**src/hw/rtl/scp_pkg.sv**
```systemverilog
// scp_pkg: shared types and constants for the second-chance page replacement block
// no dependencies; imported by every module of the block
`timescale 1ns / 1ps

package scp_pkg;

    // built defaults for the top-level parameters
    localparam int NUM_FRAMES_DEF = 8;
    localparam int PAGE_BITS_DEF  = 16;

    // fixed field widths of the stream payloads
    localparam int PAGE_NUMBER_W = 16;
    localparam int FRAME_INDEX_W = 3;
    localparam int EVICT_PAGE_W  = 16;
    localparam int FAULT_TOTAL_W = 32;
    localparam int S_TDATA_W     = 16;
    localparam int M_RESULT_W    = 1 + FRAME_INDEX_W + 1 + EVICT_PAGE_W + FAULT_TOTAL_W;
    localparam int M_TDATA_W     = ((M_RESULT_W + 7) / 8) * 8;
    localparam int M_PAD_W       = M_TDATA_W - M_RESULT_W;

    // frames_in_use register
    localparam int             CFG_W     = 4;
    localparam logic [CFG_W-1:0] CFG_RESET = 4'd3;

    typedef enum logic [2:0] {
        ST_IDLE,
        ST_SCAN,
        ST_SWEEP,
        ST_EVICT,
        ST_DONE
    } scp_state_t;

endpackage

```
**src/hw/rtl/scp_page_ram.sv**
```systemverilog
// scp_page_ram: frame page-number store, one write port and one registered read port
// uses scp_pkg
`timescale 1ns / 1ps

module scp_page_ram
    import scp_pkg::*;
#(
    parameter int DEPTH  = NUM_FRAMES_DEF,
    parameter int WIDTH  = PAGE_BITS_DEF,
    parameter int ADDR_W = $clog2(NUM_FRAMES_DEF)
) (
    input  logic              aclk,
    input  logic              wr_en,
    input  logic [ADDR_W-1:0] wr_addr,
    input  logic [WIDTH-1:0]  wr_data,
    input  logic [ADDR_W-1:0] rd_addr,
    output logic [WIDTH-1:0]  rd_data
);

    logic [WIDTH-1:0] mem [DEPTH];
    logic [WIDTH-1:0] rd_data_reg;

    always_ff @(posedge aclk) begin
        if (wr_en) begin
            mem[wr_addr] <= wr_data;
        end
    end

    always_ff @(posedge aclk) begin
        rd_data_reg <= mem[rd_addr];
    end

    assign rd_data = rd_data_reg;

endmodule

```
**src/hw/rtl/scp_step_unit.sv**
```systemverilog
// scp_step_unit: shared page compare and wrapping frame-index step
// uses scp_pkg; used by the sequencer for both the lookup scan and the hand sweep
`timescale 1ns / 1ps

module scp_step_unit
    import scp_pkg::*;
#(
    parameter int IDX_W  = $clog2(NUM_FRAMES_DEF),
    parameter int CNT_W  = $clog2(NUM_FRAMES_DEF + 1),
    parameter int PAGE_W = PAGE_BITS_DEF
) (
    input  logic [IDX_W-1:0]  idx,
    input  logic [CNT_W-1:0]  active_frames,
    input  logic [PAGE_W-1:0] page_a,
    input  logic [PAGE_W-1:0] page_b,
    output logic              page_match,
    output logic              idx_last,
    output logic [IDX_W-1:0]  idx_wrap
);

    logic [CNT_W-1:0] idx_inc;

    always_comb begin
        idx_inc    = CNT_W'(idx) + CNT_W'(1);
        idx_last   = (idx_inc >= active_frames);
        idx_wrap   = idx_last ? '0 : IDX_W'(idx_inc);
        page_match = (page_a == page_b);
    end

endmodule

```
**src/hw/rtl/second_chance_page_replacement.sv**
```systemverilog
// second_chance_page_replacement: clock (second-chance) page replacement over a frame table
// uses scp_pkg, scp_page_ram, scp_step_unit
`timescale 1ns / 1ps

// channel   dir  handshake                 payload
// s_        in   s_tvalid / s_tready       s_tdata[15:0] page_number
// m_        out  m_tvalid / m_tready       s_tdata-style packed result, see port list
// cfg_      in   cfg_valid / cfg_ready     cfg_data[3:0] frames_in_use
//
// a hit on frame i holds the input side while frames 0..i are scanned; a miss holds it
//   while all n active frames are scanned and s frames are passed over (0..n) in the sweep
// the single compare/step unit visits one frame a cycle, and the page store has only
// one read port
// reset: aresetn low clears all frames, the hand, the fault count and the register to 3
// a result waits in the output register; the next transfer is taken meanwhile and
//   holds in its final state only if the output register is still full

module second_chance_page_replacement
    import scp_pkg::*;
#(
    parameter int NUM_FRAMES = NUM_FRAMES_DEF,
    parameter int PAGE_BITS  = PAGE_BITS_DEF
) (
    input  logic                 aclk,
    input  logic                 aresetn,
    // input stream
    input  logic                 s_tvalid,
    output logic                 s_tready,
    input  logic [S_TDATA_W-1:0] s_tdata,   // [15:0] page_number
    // result stream
    output logic                 m_tvalid,
    input  logic                 m_tready,
    output logic [M_TDATA_W-1:0] m_tdata,   // [0] fault, [3:1] frame_index,
                                            // [4] evicted_valid, [20:5] evicted_page,
                                            // [52:21] fault_total, [55:53] zero
    // configuration write
    input  logic                 cfg_valid,
    output logic                 cfg_ready,
    input  logic [CFG_W-1:0]     cfg_data   // frames_in_use
);

    localparam int IDX_W = $clog2(NUM_FRAMES);
    localparam int CNT_W = $clog2(NUM_FRAMES + 1);

    // sequencer and state registers
    scp_state_t              state_reg, state_next;
    logic [CFG_W-1:0]        cfg_reg;
    logic [PAGE_BITS-1:0]    page_reg, page_next;
    logic [IDX_W-1:0]        idx_reg, idx_next;
    logic [IDX_W-1:0]        hand_reg, hand_next;
    logic [NUM_FRAMES-1:0]   valid_reg, valid_next;
    logic [NUM_FRAMES-1:0]   ref_reg, ref_next;
    logic [FAULT_TOTAL_W-1:0] fault_cnt_reg, fault_cnt_next;

    // pending result
    logic                    res_fault_reg, res_fault_next;
    logic [IDX_W-1:0]        res_idx_reg, res_idx_next;
    logic                    res_ev_valid_reg, res_ev_valid_next;
    logic [PAGE_BITS-1:0]    res_ev_page_reg, res_ev_page_next;

    // output register
    logic                    m_tvalid_reg, m_tvalid_next;
    logic [M_TDATA_W-1:0]    m_tdata_reg, m_tdata_next;

    // page store port
    logic                    ram_we;
    logic [IDX_W-1:0]        ram_waddr;
    logic [PAGE_BITS-1:0]    ram_wdata;
    logic [IDX_W-1:0]        ram_raddr;
    logic [PAGE_BITS-1:0]    ram_rdata;

    // shared step unit
    logic [CNT_W-1:0]        active_frames;
    logic                    step_match;
    logic                    step_last;
    logic [IDX_W-1:0]        step_wrap;
    logic [IDX_W-1:0]        hand_start;

    scp_page_ram #(
        .DEPTH  (NUM_FRAMES),
        .WIDTH  (PAGE_BITS),
        .ADDR_W (IDX_W)
    ) u_page_ram (
        .aclk    (aclk),
        .wr_en   (ram_we),
        .wr_addr (ram_waddr),
        .wr_data (ram_wdata),
        .rd_addr (ram_raddr),
        .rd_data (ram_rdata)
    );

    scp_step_unit #(
        .IDX_W  (IDX_W),
        .CNT_W  (CNT_W),
        .PAGE_W (PAGE_BITS)
    ) u_step (
        .idx           (idx_reg),
        .active_frames (active_frames),
        .page_a        (ram_rdata),
        .page_b        (page_reg),
        .page_match    (step_match),
        .idx_last      (step_last),
        .idx_wrap      (step_wrap)
    );

    // effective frame count: zero acts as one, too large clamps to the built count
    always_comb begin
        if (32'(cfg_reg) >= NUM_FRAMES) begin
            active_frames = CNT_W'(NUM_FRAMES);
        end else if (cfg_reg == '0) begin
            active_frames = CNT_W'(1);
        end else begin
            active_frames = CNT_W'(cfg_reg);
        end
    end

    // hand left beyond a lowered count restarts at frame 0
    assign hand_start = (CNT_W'(hand_reg) >= active_frames) ? '0 : hand_reg;

    // configuration register, written only while the block is idle
    assign cfg_ready = (state_reg == ST_IDLE);

    always_ff @(posedge aclk) begin
        if (!aresetn) begin
            cfg_reg <= CFG_RESET;
        end else if (cfg_valid && cfg_ready) begin
            cfg_reg <= cfg_data;
        end
    end

    // control state
    always_ff @(posedge aclk) begin
        if (!aresetn) begin
            state_reg     <= ST_IDLE;
            hand_reg      <= '0;
            valid_reg     <= '0;
            ref_reg       <= '0;
            fault_cnt_reg <= '0;
            m_tvalid_reg  <= 1'b0;
        end else begin
            state_reg     <= state_next;
            hand_reg      <= hand_next;
            valid_reg     <= valid_next;
            ref_reg       <= ref_next;
            fault_cnt_reg <= fault_cnt_next;
            m_tvalid_reg  <= m_tvalid_next;
        end
    end

    // payload registers
    always_ff @(posedge aclk) begin
        page_reg         <= page_next;
        idx_reg          <= idx_next;
        res_fault_reg    <= res_fault_next;
        res_idx_reg      <= res_idx_next;
        res_ev_valid_reg <= res_ev_valid_next;
        res_ev_page_reg  <= res_ev_page_next;
        m_tdata_reg      <= m_tdata_next;
    end

    always_comb begin
        state_next        = state_reg;
        page_next         = page_reg;
        idx_next          = idx_reg;
        hand_next         = hand_reg;
        valid_next        = valid_reg;
        ref_next          = ref_reg;
        fault_cnt_next    = fault_cnt_reg;
        res_fault_next    = res_fault_reg;
        res_idx_next      = res_idx_reg;
        res_ev_valid_next = res_ev_valid_reg;
        res_ev_page_next  = res_ev_page_reg;
        m_tvalid_next     = m_tvalid_reg;
        m_tdata_next      = m_tdata_reg;
        ram_we            = 1'b0;
        ram_waddr         = idx_reg;
        ram_wdata         = page_reg;
        ram_raddr         = idx_reg;

        // result taken downstream
        if (m_tvalid_reg && m_tready) begin
            m_tvalid_next = 1'b0;
        end

        case (state_reg)
            ST_IDLE: begin
                // take the reference and start reading frame 0
                if (s_tvalid) begin
                    page_next  = PAGE_BITS'(s_tdata[PAGE_NUMBER_W-1:0]);
                    idx_next   = '0;
                    ram_raddr  = '0;
                    state_next = ST_SCAN;
                end
            end
            ST_SCAN: begin
                // read data holds frame idx_reg; lowest matching frame wins
                if (valid_reg[idx_reg] && step_match) begin
                    ref_next[idx_reg] = 1'b1;
                    res_fault_next    = 1'b0;
                    res_idx_next      = idx_reg;
                    res_ev_valid_next = 1'b0;
                    res_ev_page_next  = '0;
                    state_next        = ST_DONE;
                end else if (step_last) begin
                    // miss: the sweep starts at the hand
                    idx_next   = hand_start;
                    state_next = ST_SWEEP;
                end else begin
                    idx_next  = step_wrap;
                    ram_raddr = step_wrap;
                end
            end
            ST_SWEEP: begin
                // referenced frames get their second chance
                if (ref_reg[idx_reg]) begin
                    ref_next[idx_reg] = 1'b0;
                    idx_next          = step_wrap;
                end else begin
                    // victim found; its old page is read now
                    ram_raddr  = idx_reg;
                    state_next = ST_EVICT;
                end
            end
            ST_EVICT: begin
                ram_we            = 1'b1;
                ram_waddr         = idx_reg;
                ram_wdata         = page_reg;
                valid_next[idx_reg] = 1'b1;
                ref_next[idx_reg] = 1'b1;
                hand_next         = step_wrap;
                fault_cnt_next    = fault_cnt_reg + FAULT_TOTAL_W'(1);
                res_fault_next    = 1'b1;
                res_idx_next      = idx_reg;
                res_ev_valid_next = valid_reg[idx_reg];
                res_ev_page_next  = valid_reg[idx_reg] ? ram_rdata : '0;
                state_next        = ST_DONE;
            end
            ST_DONE: begin
                // move the result into the output register once it is free
                if (!m_tvalid_reg || m_tready) begin
                    m_tvalid_next = 1'b1;
                    m_tdata_next  = {
                        {M_PAD_W{1'b0}},
                        fault_cnt_reg,
                        EVICT_PAGE_W'(res_ev_page_reg),
                        res_ev_valid_reg,
                        FRAME_INDEX_W'(res_idx_reg),
                        res_fault_reg
                    };
                    state_next    = ST_IDLE;
                end
            end
            default: begin
                state_next = ST_IDLE;
            end
        endcase
    end

    assign s_tready = (state_reg == ST_IDLE);
    assign m_tvalid = m_tvalid_reg;
    assign m_tdata  = m_tdata_reg;

endmodule

```
**config.mk**
```make
export PLATFORM = sky130hd
export DESIGN_NAME = second_chance_page_replacement
export DESIGN_NICKNAME = d
export VERILOG_FILES = /design/src/hw/rtl/scp_pkg.sv /design/src/hw/rtl/scp_page_ram.sv /design/src/hw/rtl/scp_step_unit.sv /design/src/hw/rtl/second_chance_page_replacement.sv
export SDC_FILE = /design/constraint.sdc
export NUM_CORES = 1
export LEC_CHECK = 0
export BUFFER_PORTS_ARGS = -buffer_cell sky130_fd_sc_hd__buf_2
export CORE_ASPECT_RATIO = 0.9
export CORE_MARGIN = 1
export CORE_UTILIZATION = 53
export CTS_CLUSTER_DIAMETER = 30
export DETAILED_ROUTE_END_ITERATION = 8
export PLACE_DENSITY = 0.71
export SYNTH_ARGS = -nofsm -noshare
export SYNTH_HDL_FRONTEND = slang
export SYNTH_HIERARCHICAL = 1
export SYNTH_SLANG_ARGS = --single-unit
```
**constraint.sdc**
```tcl
create_clock -name aclk -period 9.4 [get_ports aclk]
set_input_delay 0.47 -clock aclk [delete_from_list [all_inputs] [get_ports aclk]]
set_output_delay 0.47 -clock aclk [all_outputs]
set_load 0.02 [all_outputs]
```
* Yosys cells after proc, flatten, opt, wreduce, memory -nomap -nowiden
Memories as Yosys holds them, arrays and structs flattened. A register that Yosys moved wholly into a read port is not among the register bits.
Index checks and enable logic that the tools add are counted.
W data, S select, Z words.
** Storage, ports and cells
- Register bits :: 152
- Memory bits (writable) :: 128
- Bits of input ports :: 25
- Output and inout bits :: 59
- Word-level logic and storage cells :: 96
- Memories kept :: 1
** Memory list
- u_page_ram.mem :: words 8, width 16, read ports 1, clocked after memory_dff 1, write ports 1, line scp_page_ram.sv:20 : logic [WIDTH-1:0] mem [DEPTH];
** Operators by class
- $add $sub $neg :: 2
- Magnitude comparators :: 5
- Equality and inequality tests :: 12
- Mux-type cells :: 41
- Bitwise logic cells :: 4
- Reduce and logical (&&, ||, !) cells :: 17
** Operator list (number)
- $mux W3 :: 14
- $add A32 B1 Y32 const B :: 1
- $mux W16 :: 2
- $pmux W16 S2 :: 1
- $pmux W8 S3 :: 1
- $eq A16 B16 Y1 :: 1
- $mux W8 :: 2
- $or A8 B8 Y8 :: 2
- $pmux W3 S5 :: 1
- $ne A2 B2 Y1 const B :: 6
- $pmux W3 S2 :: 2
- $mux W1 :: 10
- $pmux W3 S3 :: 1
- $and A8 B8 Y8 :: 1
- $mux W4 :: 2
- $not A8 Y8 :: 1
- $bmux W1 S3 :: 2
- $eq A3 B2 Y1 const B :: 2
- $reduce_and A2 Y1 :: 3
- $reduce_and A3 Y1 :: 2
- $reduce_bool A3 Y1 :: 2
- $add A3 B1 Y4 const B :: 1
- $ge A3 B4 Y1 :: 1
- $ge A4 B4 Y1 :: 1
- other kinds (15) :: 19

* Longest topological paths before layout
Gate-level depths: netlist of run 1.
- Word-level depth :: 8
- Mapped depth :: 13
- Gate-level depth less buffers :: 12

* Hierarchy
The synthesis of run 1 kept the hierarchy.
** By module, submodules not included
- second_chance_page_replacement :: instances 1, cells each 501, area each 6189.7 um^2, sequential area each 3973.8 um^2
- scp_page_ram :: instances 1, cells each 214, area each 5293.8 um^2, sequential area each 4164.0 um^2
- scp_step_unit :: instances 1, cells each 40, area each 324.1 um^2, sequential area each 0.0 um^2

* Worst setup path before layout of run 1
Ideal clock, no wire load.
- Path kind :: register to register
- Start point :: register state_reg[1]
- End point :: register m_tdata_reg[0], in the netlist m_tdata[0] (enable)
- Library setup time :: 0.464 ns
- Arrival :: 2.974 ns
- Required time :: 8.936 ns
- Setup slack :: 5.962 ns
- Cell stages (with the launch flop) :: 5
- Path buffers :: 1
- Clock period less this slack :: 3.438 ns
- Cell sequence :: dfxtp_1 -> clkbuf_1 -> nor2_1 -> nand2_1 -> nor2_1
** On the way
- Word-level cells in the longest chain between the ends :: 2
** Ends and longest elaborated chain
- start, declared :: line second_chance_page_replacement.sv:46 : scp_state_t state_reg, state_next;
- start signal, assigned :: line second_chance_page_replacement.sv:141 : state_reg <= state_next;
- $eq A3 B3 Y1 :: line second_chance_page_replacement.sv:185 : case (state_reg)
- $reduce_and A2 Y1 (no source line)
- end signal, assigned :: line second_chance_page_replacement.sv:158 : m_tdata_reg <= m_tdata_next;
- end, declared :: line second_chance_page_replacement.sv:63 : logic [M_TDATA_W-1:0] m_tdata_reg, m_tdata_next;
No other way between the ends.
A chain may end at the register's enable or synchronous reset.

* Worst setup path in the final report of run 1
- Start point :: register idx_reg[1]
- End point :: register u_page_ram.rd_data_reg[13], in the netlist u_page_ram/rd_data[13], read port of u_page_ram.mem
** On the way
- Word-level cells in the longest chain between the ends :: 6
- Elaborated cells between the ends (all ways) :: 10
- Classes of those cells :: add/sub: 1; order compare: 1; mux: 7; reduce/logical: 1
** Ends and longest elaborated chain
- start, declared :: line second_chance_page_replacement.sv:49 : logic [IDX_W-1:0] idx_reg, idx_next;
- start signal, assigned :: line second_chance_page_replacement.sv:153 : idx_reg <= idx_next;
- $add A3 B1 Y4 * :: line scp_step_unit.sv:24 : idx_inc = CNT_W'(idx) + CNT_W'(1);
- $ge A4 B4 Y1 * :: line scp_step_unit.sv:25 : idx_last = (idx_inc >= active_frames);
- via step_last :: line second_chance_page_replacement.sv:75 : logic step_last;
- $mux W3 :: line scp_step_unit.sv:26 : idx_wrap = idx_last ? '0 : IDX_W'(idx_inc);
- $mux W3 * :: line second_chance_page_replacement.sv:204 : end else if (step_last) begin
- $mux W3 * :: line second_chance_page_replacement.sv:197 : if (valid_reg[idx_reg] && step_match) begin
- $pmux W3 S2 * :: line second_chance_page_replacement.sv:185
- via ram_raddr[0] :: line second_chance_page_replacement.sv:69 : logic [IDX_W-1:0] ram_raddr;
- end, declared :: line scp_page_ram.sv:21 : logic [WIDTH-1:0] rd_data_reg;
The timed path passes the listed nets; every way through them passes the cells marked *. The select of a mux whose other input is x is not followed.

==> results of run 1 <==
-- routing by layer --
| layer | track usage | share of wire | routed length, µm |
|---|---|---|---|
| met1 | 0.252 | 0.43 | 9630 |
| met4 | 0.0683 | 0.016 | 354 |
| met3 | 0.0459 | 0.061 | 1370 |
| met5 | 0 | 0 | 0 |
| met2 | 0.351 | 0.50 | 11200 |
-- metrics by stage --
stage          worst slack, ns  instances
6_report                  5.20       1188
3_5_place_dp              5.23       1095
2_1_floorplan             5.96        757
3_3_place_gp              5.40       1095
4_1_cts                   5.22       1188
5_1_grt                   5.03       1188
-- kinds of logic (layout without fill, tap and decap cells) --
group / count (synthesis) / in the layout / share of synthesized area
AO/OA/AOI/OAI: 64 / 64 / 0.0397
XOR/XNOR: 44 / 44 / 0.0326
adder cells (fa/ha/maj): 9 / 9 / 0.00954
buffers and inverters: 60 / 200 / 0.0250
flip-flops: 296 / 296 / 0.689
multiplexers: 67 / 67 / 0.104
other: 1 / 3 / 0.000318
AND/OR/NAND/NOR: 214 / 214 / 0.0997
-- cell usage in the layout, fill, tap and decap left out, types with 6 or more instances in the layout --
cell type	n
nand3_1	15
or3_1	8
buf_2	80
nand2_1	49
nand2b_1	10
dfxtp_1	75
mux2i_1	11
a21boi_0	10
nor2_1	21
mux4_2	6
edfxtp_1	221
clkbuf_1	6
ha_1	9
bufinv_16	7
mux2_2	19
nor2_2	7
mux4_1	28
a21oi_1	12
inv_1	21
xnor2_1	26
buf_4	6
a21o_1	7
nor4_1	9
nor3_1	10
and2_1	28
clkbuf_16	50
nand4_1	12
nor2b_1	12
and3_1	17
xor2_1	18
clkinv_4	6
-- power groups by stage --
stage                     combinational [W]  sequential, W  clock, W
after global routing               0.000570        0.00158   0.00190
after floorplan                    0.000435        0.00156         0
final                              0.000528        0.00157   0.00182
after detailed placement           0.000519        0.00159         0
after global placement             0.000501        0.00159         0
after CTS                          0.000527        0.00157   0.00184
-- worst paths after layout --
check | from | end | cells past startpoint
min | s_tdata[14] | page_reg[14] | 1
max | idx_reg[1] | u_page_ram/rd_data[13] | 11
min reg2reg | res_ev_valid_reg | m_tdata[4] | 0
max reg2reg | idx_reg[1] | u_page_ram/rd_data[13] | 11
-- cell type report --
class / count / area [µm²]
Tap cell: 291 / 364
Inverter: 21 / 78.8
Clock inverter: 36 / 445
Timing Repair Buffer: 86 / 445
Clock buffer: 57 / 1290
Multi-Input combinational cell: 401 / 3450
Sequential cell: 296 / 8140
Fill cell: 1483 / 7550
==> flow_summary.yaml, run 1 <==
worst_setup_path:
  required_ns: 9.83
  r2r_setup_slack_ns: 5.20
  critical_path.max_fanout: 32
  crit_arrival_ns: 4.64
  crit_top_cell: "ha_1"
  slowest_stage: "edfxtp_1"
  critPathMaxStageDelay_ns: 0.79
  worstPathCellList: "ha_1, xnor2_1, inv_1, ha_1, a21o_1, a31o_2, nor2_1, mux2i_4, buf_4, mux4_1, mux2_2"
  endpoint_kind: "register"
  cp.buffers_inverters: 2
  critPathKind: "register to register"
  crit_family: "multiplexers"
  start_kind: "register"
cells_and_area:
  nets: 890
  area_growth_pct: 20.3
  drive_gt1_frac: 0.243
  antennaDiodeCount: 0
  final_area_um2: 14200
  largest_reg_flops: 128
  post-route-util: 0.653
synthesis:
  synth_area_leader_cell: "edfxtp_1"
  synth.area.top_cells: "edfxtp_1 56%, dfxtp_1 13%, mux4_1 6.2%, xnor2_1 1.9%, mux2_2 1.8%"
  synthCells: 755
  avgSynthCellArea_um2: 15.6
  ys_ff_latch: 296
  yosysMostFrequentCell: "edfxtp_1"
  synth_top_area_frac: 0.562
  ys.warnings.count: 6
  ys_async_sr_fraction: 0
  synthesis.area_um2: 11800
  synth-edff-count: 221
  yosysUniqueCellTypes: 55
  synthFlopType: "edfxtp_1"
  synth.top_cells.by_count: "221 x edfxtp_1, 75 x dfxtp_1, 49 x nand2_1"
  synth-seq-area-share: 0.689
floorplan:
  dieArea_um2: 22900
  fp.coreArea_um2: 21800
  die_h_um: 144
  io_pins: 84
  rows: 51
  start_util: 0.543
  die_x_um: 159
detailed_routing:
  vias: 6626
  route.detailed.drc: 0
  antenna_left: 0
  dr.pass1.iters: 6
  drt_iter0_markers: 439
  routed_wl_mm: 22.5
  drt-vias-per-instance: 5.58
  wl_per_cell_um: 18.9
timing:
  drv_slew: 0
  finalCritPeriodShare: 0.447
  max_freq_ghz: 0.238
  hold_viol_final: 0
  clock_skew_ns: 0.0370
  period_minus_slack_ns: 4.20
  whs_ns: 0.0946
  final-setup-viol-count: 0
  setup_tns_ns: 0
  slew_headroom: 0.139
  worst_slew_pin_slew_ns: 1.29
  rsz0062_at_grt: "no"
pwr:
  seqPwrFrac: 0.401
  powerDensity_nw_per_um2: 276
  totalPowerFinal_w: 0.00391
  power.switching_w: 0.000982
  total_leakage_power_nw: 5.09
  clockPowerShare: 0.464
  intPower_w: 0.00293
  switching_share: 0.251
  power_frac_comb: 0.135
  peakVddDrop_mv: 0.159
clock_tree:
  cts.sinks: 296
  clk_pin_slew_ns: 0.06
  cts_made_buffers: 50
  cts_resized: 0
  hold_buffers: 0
  htreeDepth: 2
  cts_max_path_buffers: 3
  cts_tree: "built"
  postCtsSetupBuffers: 0
  clk_latency_ns: 0.55
  root_buffer: "clkbuf_16"
place:
  place.gp.congestion: 0.808
  place_area_um2: 12500
  dp_hpwl_mm: 13.4
  io_buffers: 80
grt:
  antenna_found_initial: 0
  grt_max_degree: 61
  grtUsageTotal: 0.202
  grt_pass1_wl_mm: 35.5
  grt_overflow: 0
  grt_pass1_vias: 6713
status:
  status: "completed"
run:
  drv_cap: 0
hold_path:
  hp-class: "input pin to register"
Power figures use the tool's default switching activity.
==> run 2: changes to the inputs <==
--- a/config.mk
+++ b/config.mk
@@ -5,13 +5,14 @@
 export SDC_FILE = /design/constraint.sdc
 export NUM_CORES = 1
 export LEC_CHECK = 0
+export ABC_AREA = 1
 export BUFFER_PORTS_ARGS = -buffer_cell sky130_fd_sc_hd__buf_2
 export CORE_ASPECT_RATIO = 0.9
 export CORE_MARGIN = 1
 export CORE_UTILIZATION = 53
 export CTS_CLUSTER_DIAMETER = 30
 export DETAILED_ROUTE_END_ITERATION = 8
-export PLACE_DENSITY = 0.71
+export PLACE_DENSITY = 0.74
 export SYNTH_ARGS = -nofsm -noshare
 export SYNTH_HDL_FRONTEND = slang
 export SYNTH_HIERARCHICAL = 1
==> constraint.sdc (replaced) <==
create_clock -name aclk -period 3.5 [get_ports aclk]
set_input_delay 0.175 -clock aclk [delete_from_list [all_inputs] [get_ports aclk]]
set_output_delay 0.175 -clock aclk [all_outputs]
set_load 0.02 [all_outputs]
==> flow_summary.yaml, run 2 <==
hold_path:
  whs_endpoint: "cfg_reg[2]"
  min-delay-start: "cfg_valid"
  hold-path-cell-count: 3
  hp-class: "input pin to register"
detailed_routing:
  wl_per_cell_um: 14.7
  met3WireLength_mm: 1.72
  routed_wl_mm: 26.5
  drt_iter0_markers: 738
  wl_met1_mm: 11.4
  route.detailed.drc: 16
  dr.pass1.iters: 7
  drt-vias-per-instance: 4.99
  antenna_left: 0
  top_layer: "met4"
  vias: 8983
  wl_met2_mm: 12.5
clock_tree:
  clk_latency_ns: 0.54
  cts_made_buffers: 46
  postCtsSetupBuffers: 0
  hold_buffers: 20
  cts_max_path_buffers: 3
  htreeDepth: 2
  clk_pin_slew_ns: 0.06
  cts.sinks: 296
  cts_resized: 0
  root_buffer: "clkbuf_16"
  cts_tree: "built"
run:
  drv_cap: 0
floorplan:
  dieArea_um2: 24700
  io_pins: 84
  start_util: 0.543
  rows: 53
  die_h_um: 149
  die_x_um: 165
  fp.coreArea_um2: 23500
grt:
  grtUsageTotal: 0.218
  grt_overflow: 0
  antenna_found_initial: 0
  grt_pass1_vias: 8358
  grt_pass1_wl_mm: 41.3
  grt_max_degree: 65
worst_setup_path:
  r2r_start: "idx_reg[0]"
  r2r_end: "u_page_ram/rd_data[14]"
  required_ns: 3.92
  critPathKind: "register to register"
  endpoint_kind: "register"
  start_kind: "register"
  crit_arrival_ns: 3.58
  reg2reg_depth: 18
  critical_path.max_fanout: 64
  r2r_setup_slack_ns: 0.34
timing:
  finalCritPeriodShare: 0.902
  setup_tns_ns: 0
  final-setup-viol-count: 0
  hold_viol_final: 0
  slew_headroom: 0.512
  clock_skew_ns: 0.0213
  rsz0062_at_grt: "no"
  worst_slew_pin_slew_ns: 0.732
  drv_slew: 0
  max_freq_ghz: 0.317
  period_minus_slack_ns: 3.16
synthesis:
  synthFlopType: "edfxtp_1"
  synth.area.top_cells: "edfxtp_1 52%, dfxtp_1 12%, nand2_1 11%, inv_1 7.2%, nand3_1 3.8%"
  yosysUniqueCellTypes: 40
  synth.top_cells.by_count: "370 x nand2_1, 245 x inv_1, 221 x edfxtp_1"
  yosys.area_share.simple: 0.210
  ys_ff_latch: 296
  synth-compound-area-share: 0.0317
  synthXorXnorAreaFrac: 0.0137
  synth_fa_ha_area_frac: 0.00883
  ys.warnings.count: 6
  synth_area_leader_cell: "edfxtp_1"
  synth.mux.area_fraction: 0
  avgSynthCellArea_um2: 9.59
  synth_top_family_by_area: "simple AND/OR/NAND/NOR gates"
  synthesis.area_um2: 12700
  synth-edff-count: 221
  ys_async_sr_fraction: 0
  synth_top_area_frac: 0.521
  yosysMostFrequentCell: "nand2_1"
  synthCells: 1330
  synth-seq-area-share: 0.638
place:
  dp_hpwl_mm: 16.0
  io_buffers: 80
  place_area_um2: 13500
  place.gp.congestion: 0.863
cells_and_area:
  mostFrequentLayoutCells: "370 x nand2_1, 244 x inv_1, 221 x edfxtp_1"
  drive_gt1_frac: 0.143
  final_common_cell: "nand2_1"
  antennaDiodeCount: 0
  area_growth_pct: 19.3
  post-route-util: 0.648
  final_area_um2: 15200
  nets: 1495
  largest_reg_flops: 128
status:
  violations: "DRC"
  status: "finished with violations"
pwr:
  total_leakage_power_nw: 6.50
  powerDensity_nw_per_um2: 845
  peakVddDrop_mv: 0.638
==> run 2: worst max-delay path, cell delays in order (launching register included) <==
cell      delay (ns)
edfxtp_1        0.38
ha_1            0.22
xnor2_1         0.22
inv_1           0.08
ha_1            0.27
nand2_1         0.06
o21ai_2         0.35
nor2_1          0.12
o21ai_0         0.24
nand3_1         0.10
o21ai_1         0.09
clkinv_1        0.13
inv_2           0.09
buf_12          0.27
nand2_1         0.11
nand3_1         0.10
nand2_1         0.07
nand2_1         0.07
nand2_1         0.06
==> run 2: logic make-up (layout without fill, tap and decap cells) <==
logic type / after synthesis / count (layout)
flip-flops: 296 / 296
AND/OR/NAND/NOR: 635 / 635
adder cells (fa/ha/maj): 9 / 9
XOR/XNOR: 20 / 20
AO/OA/AOI/OAI: 73 / 73
other: 1 / 3
buffers and inverters: 296 / 463
==> run 2: worst max path at each step <==
| stage | start | endpoint | cells past startpoint |
|---|---|---|---|
| floorplan | state_reg[0] | u_page_ram/rd_data[10] | 15 |
| global placement | idx_reg[0] | u_page_ram/rd_data[10] | 14 |
| detailed placement | idx_reg[0] | u_page_ram/rd_data[14] | 18 |
| CTS | idx_reg[0] | u_page_ram/rd_data[14] | 18 |
| global route | idx_reg[0] | u_page_ram/rd_data[14] | 18 |
| finish | idx_reg[0] | u_page_ram/rd_data[14] | 18 |
==> run 2: stage by stage <==
stage | std cells | power (W) | worst slack [ns] | hold slack [ns]
5_1_grt | 1801 | 0.0136 | 0.0310 | 0.0555
6_report | 1801 | 0.0128 | 0.342 | 0.00595
2_1_floorplan | 1332 | 0.00764 | 0.573 | 0.274
3_5_place_dp | 1695 | 0.00849 | 0.465 | 0.353
4_1_cts | 1801 | 0.0129 | 0.388 | 0.00657
3_3_place_gp | 1695 | 0.00839 | 0.558 | 0.351
==> run 2: layout make-up <==
type                    count  area, µm²
clock inverters            31        262
repair buffers            125        826
multi-input cells         740       3400
well taps                 302        378
inverters                 252        946
clock buffers              55       1270
fillers                  1842       8260
flip-flops and latches    296       8140
==> run 2: where the power goes <==
group | switching, W | internal, W
clock network | 0.00169 | 0.00265
logic | 0.00269 | 0.00127
registers | 0.000287 | 0.00427
==> run 2: per-layer routing <==
layer | GRT usage | vias up
met2 | 0.353 | 301
met3 | 0.0375 | 78
met5 | 0.00207 | -
met4 | 0.0859 | 0
li1 | - | 4484
met1 | 0.291 | 4120
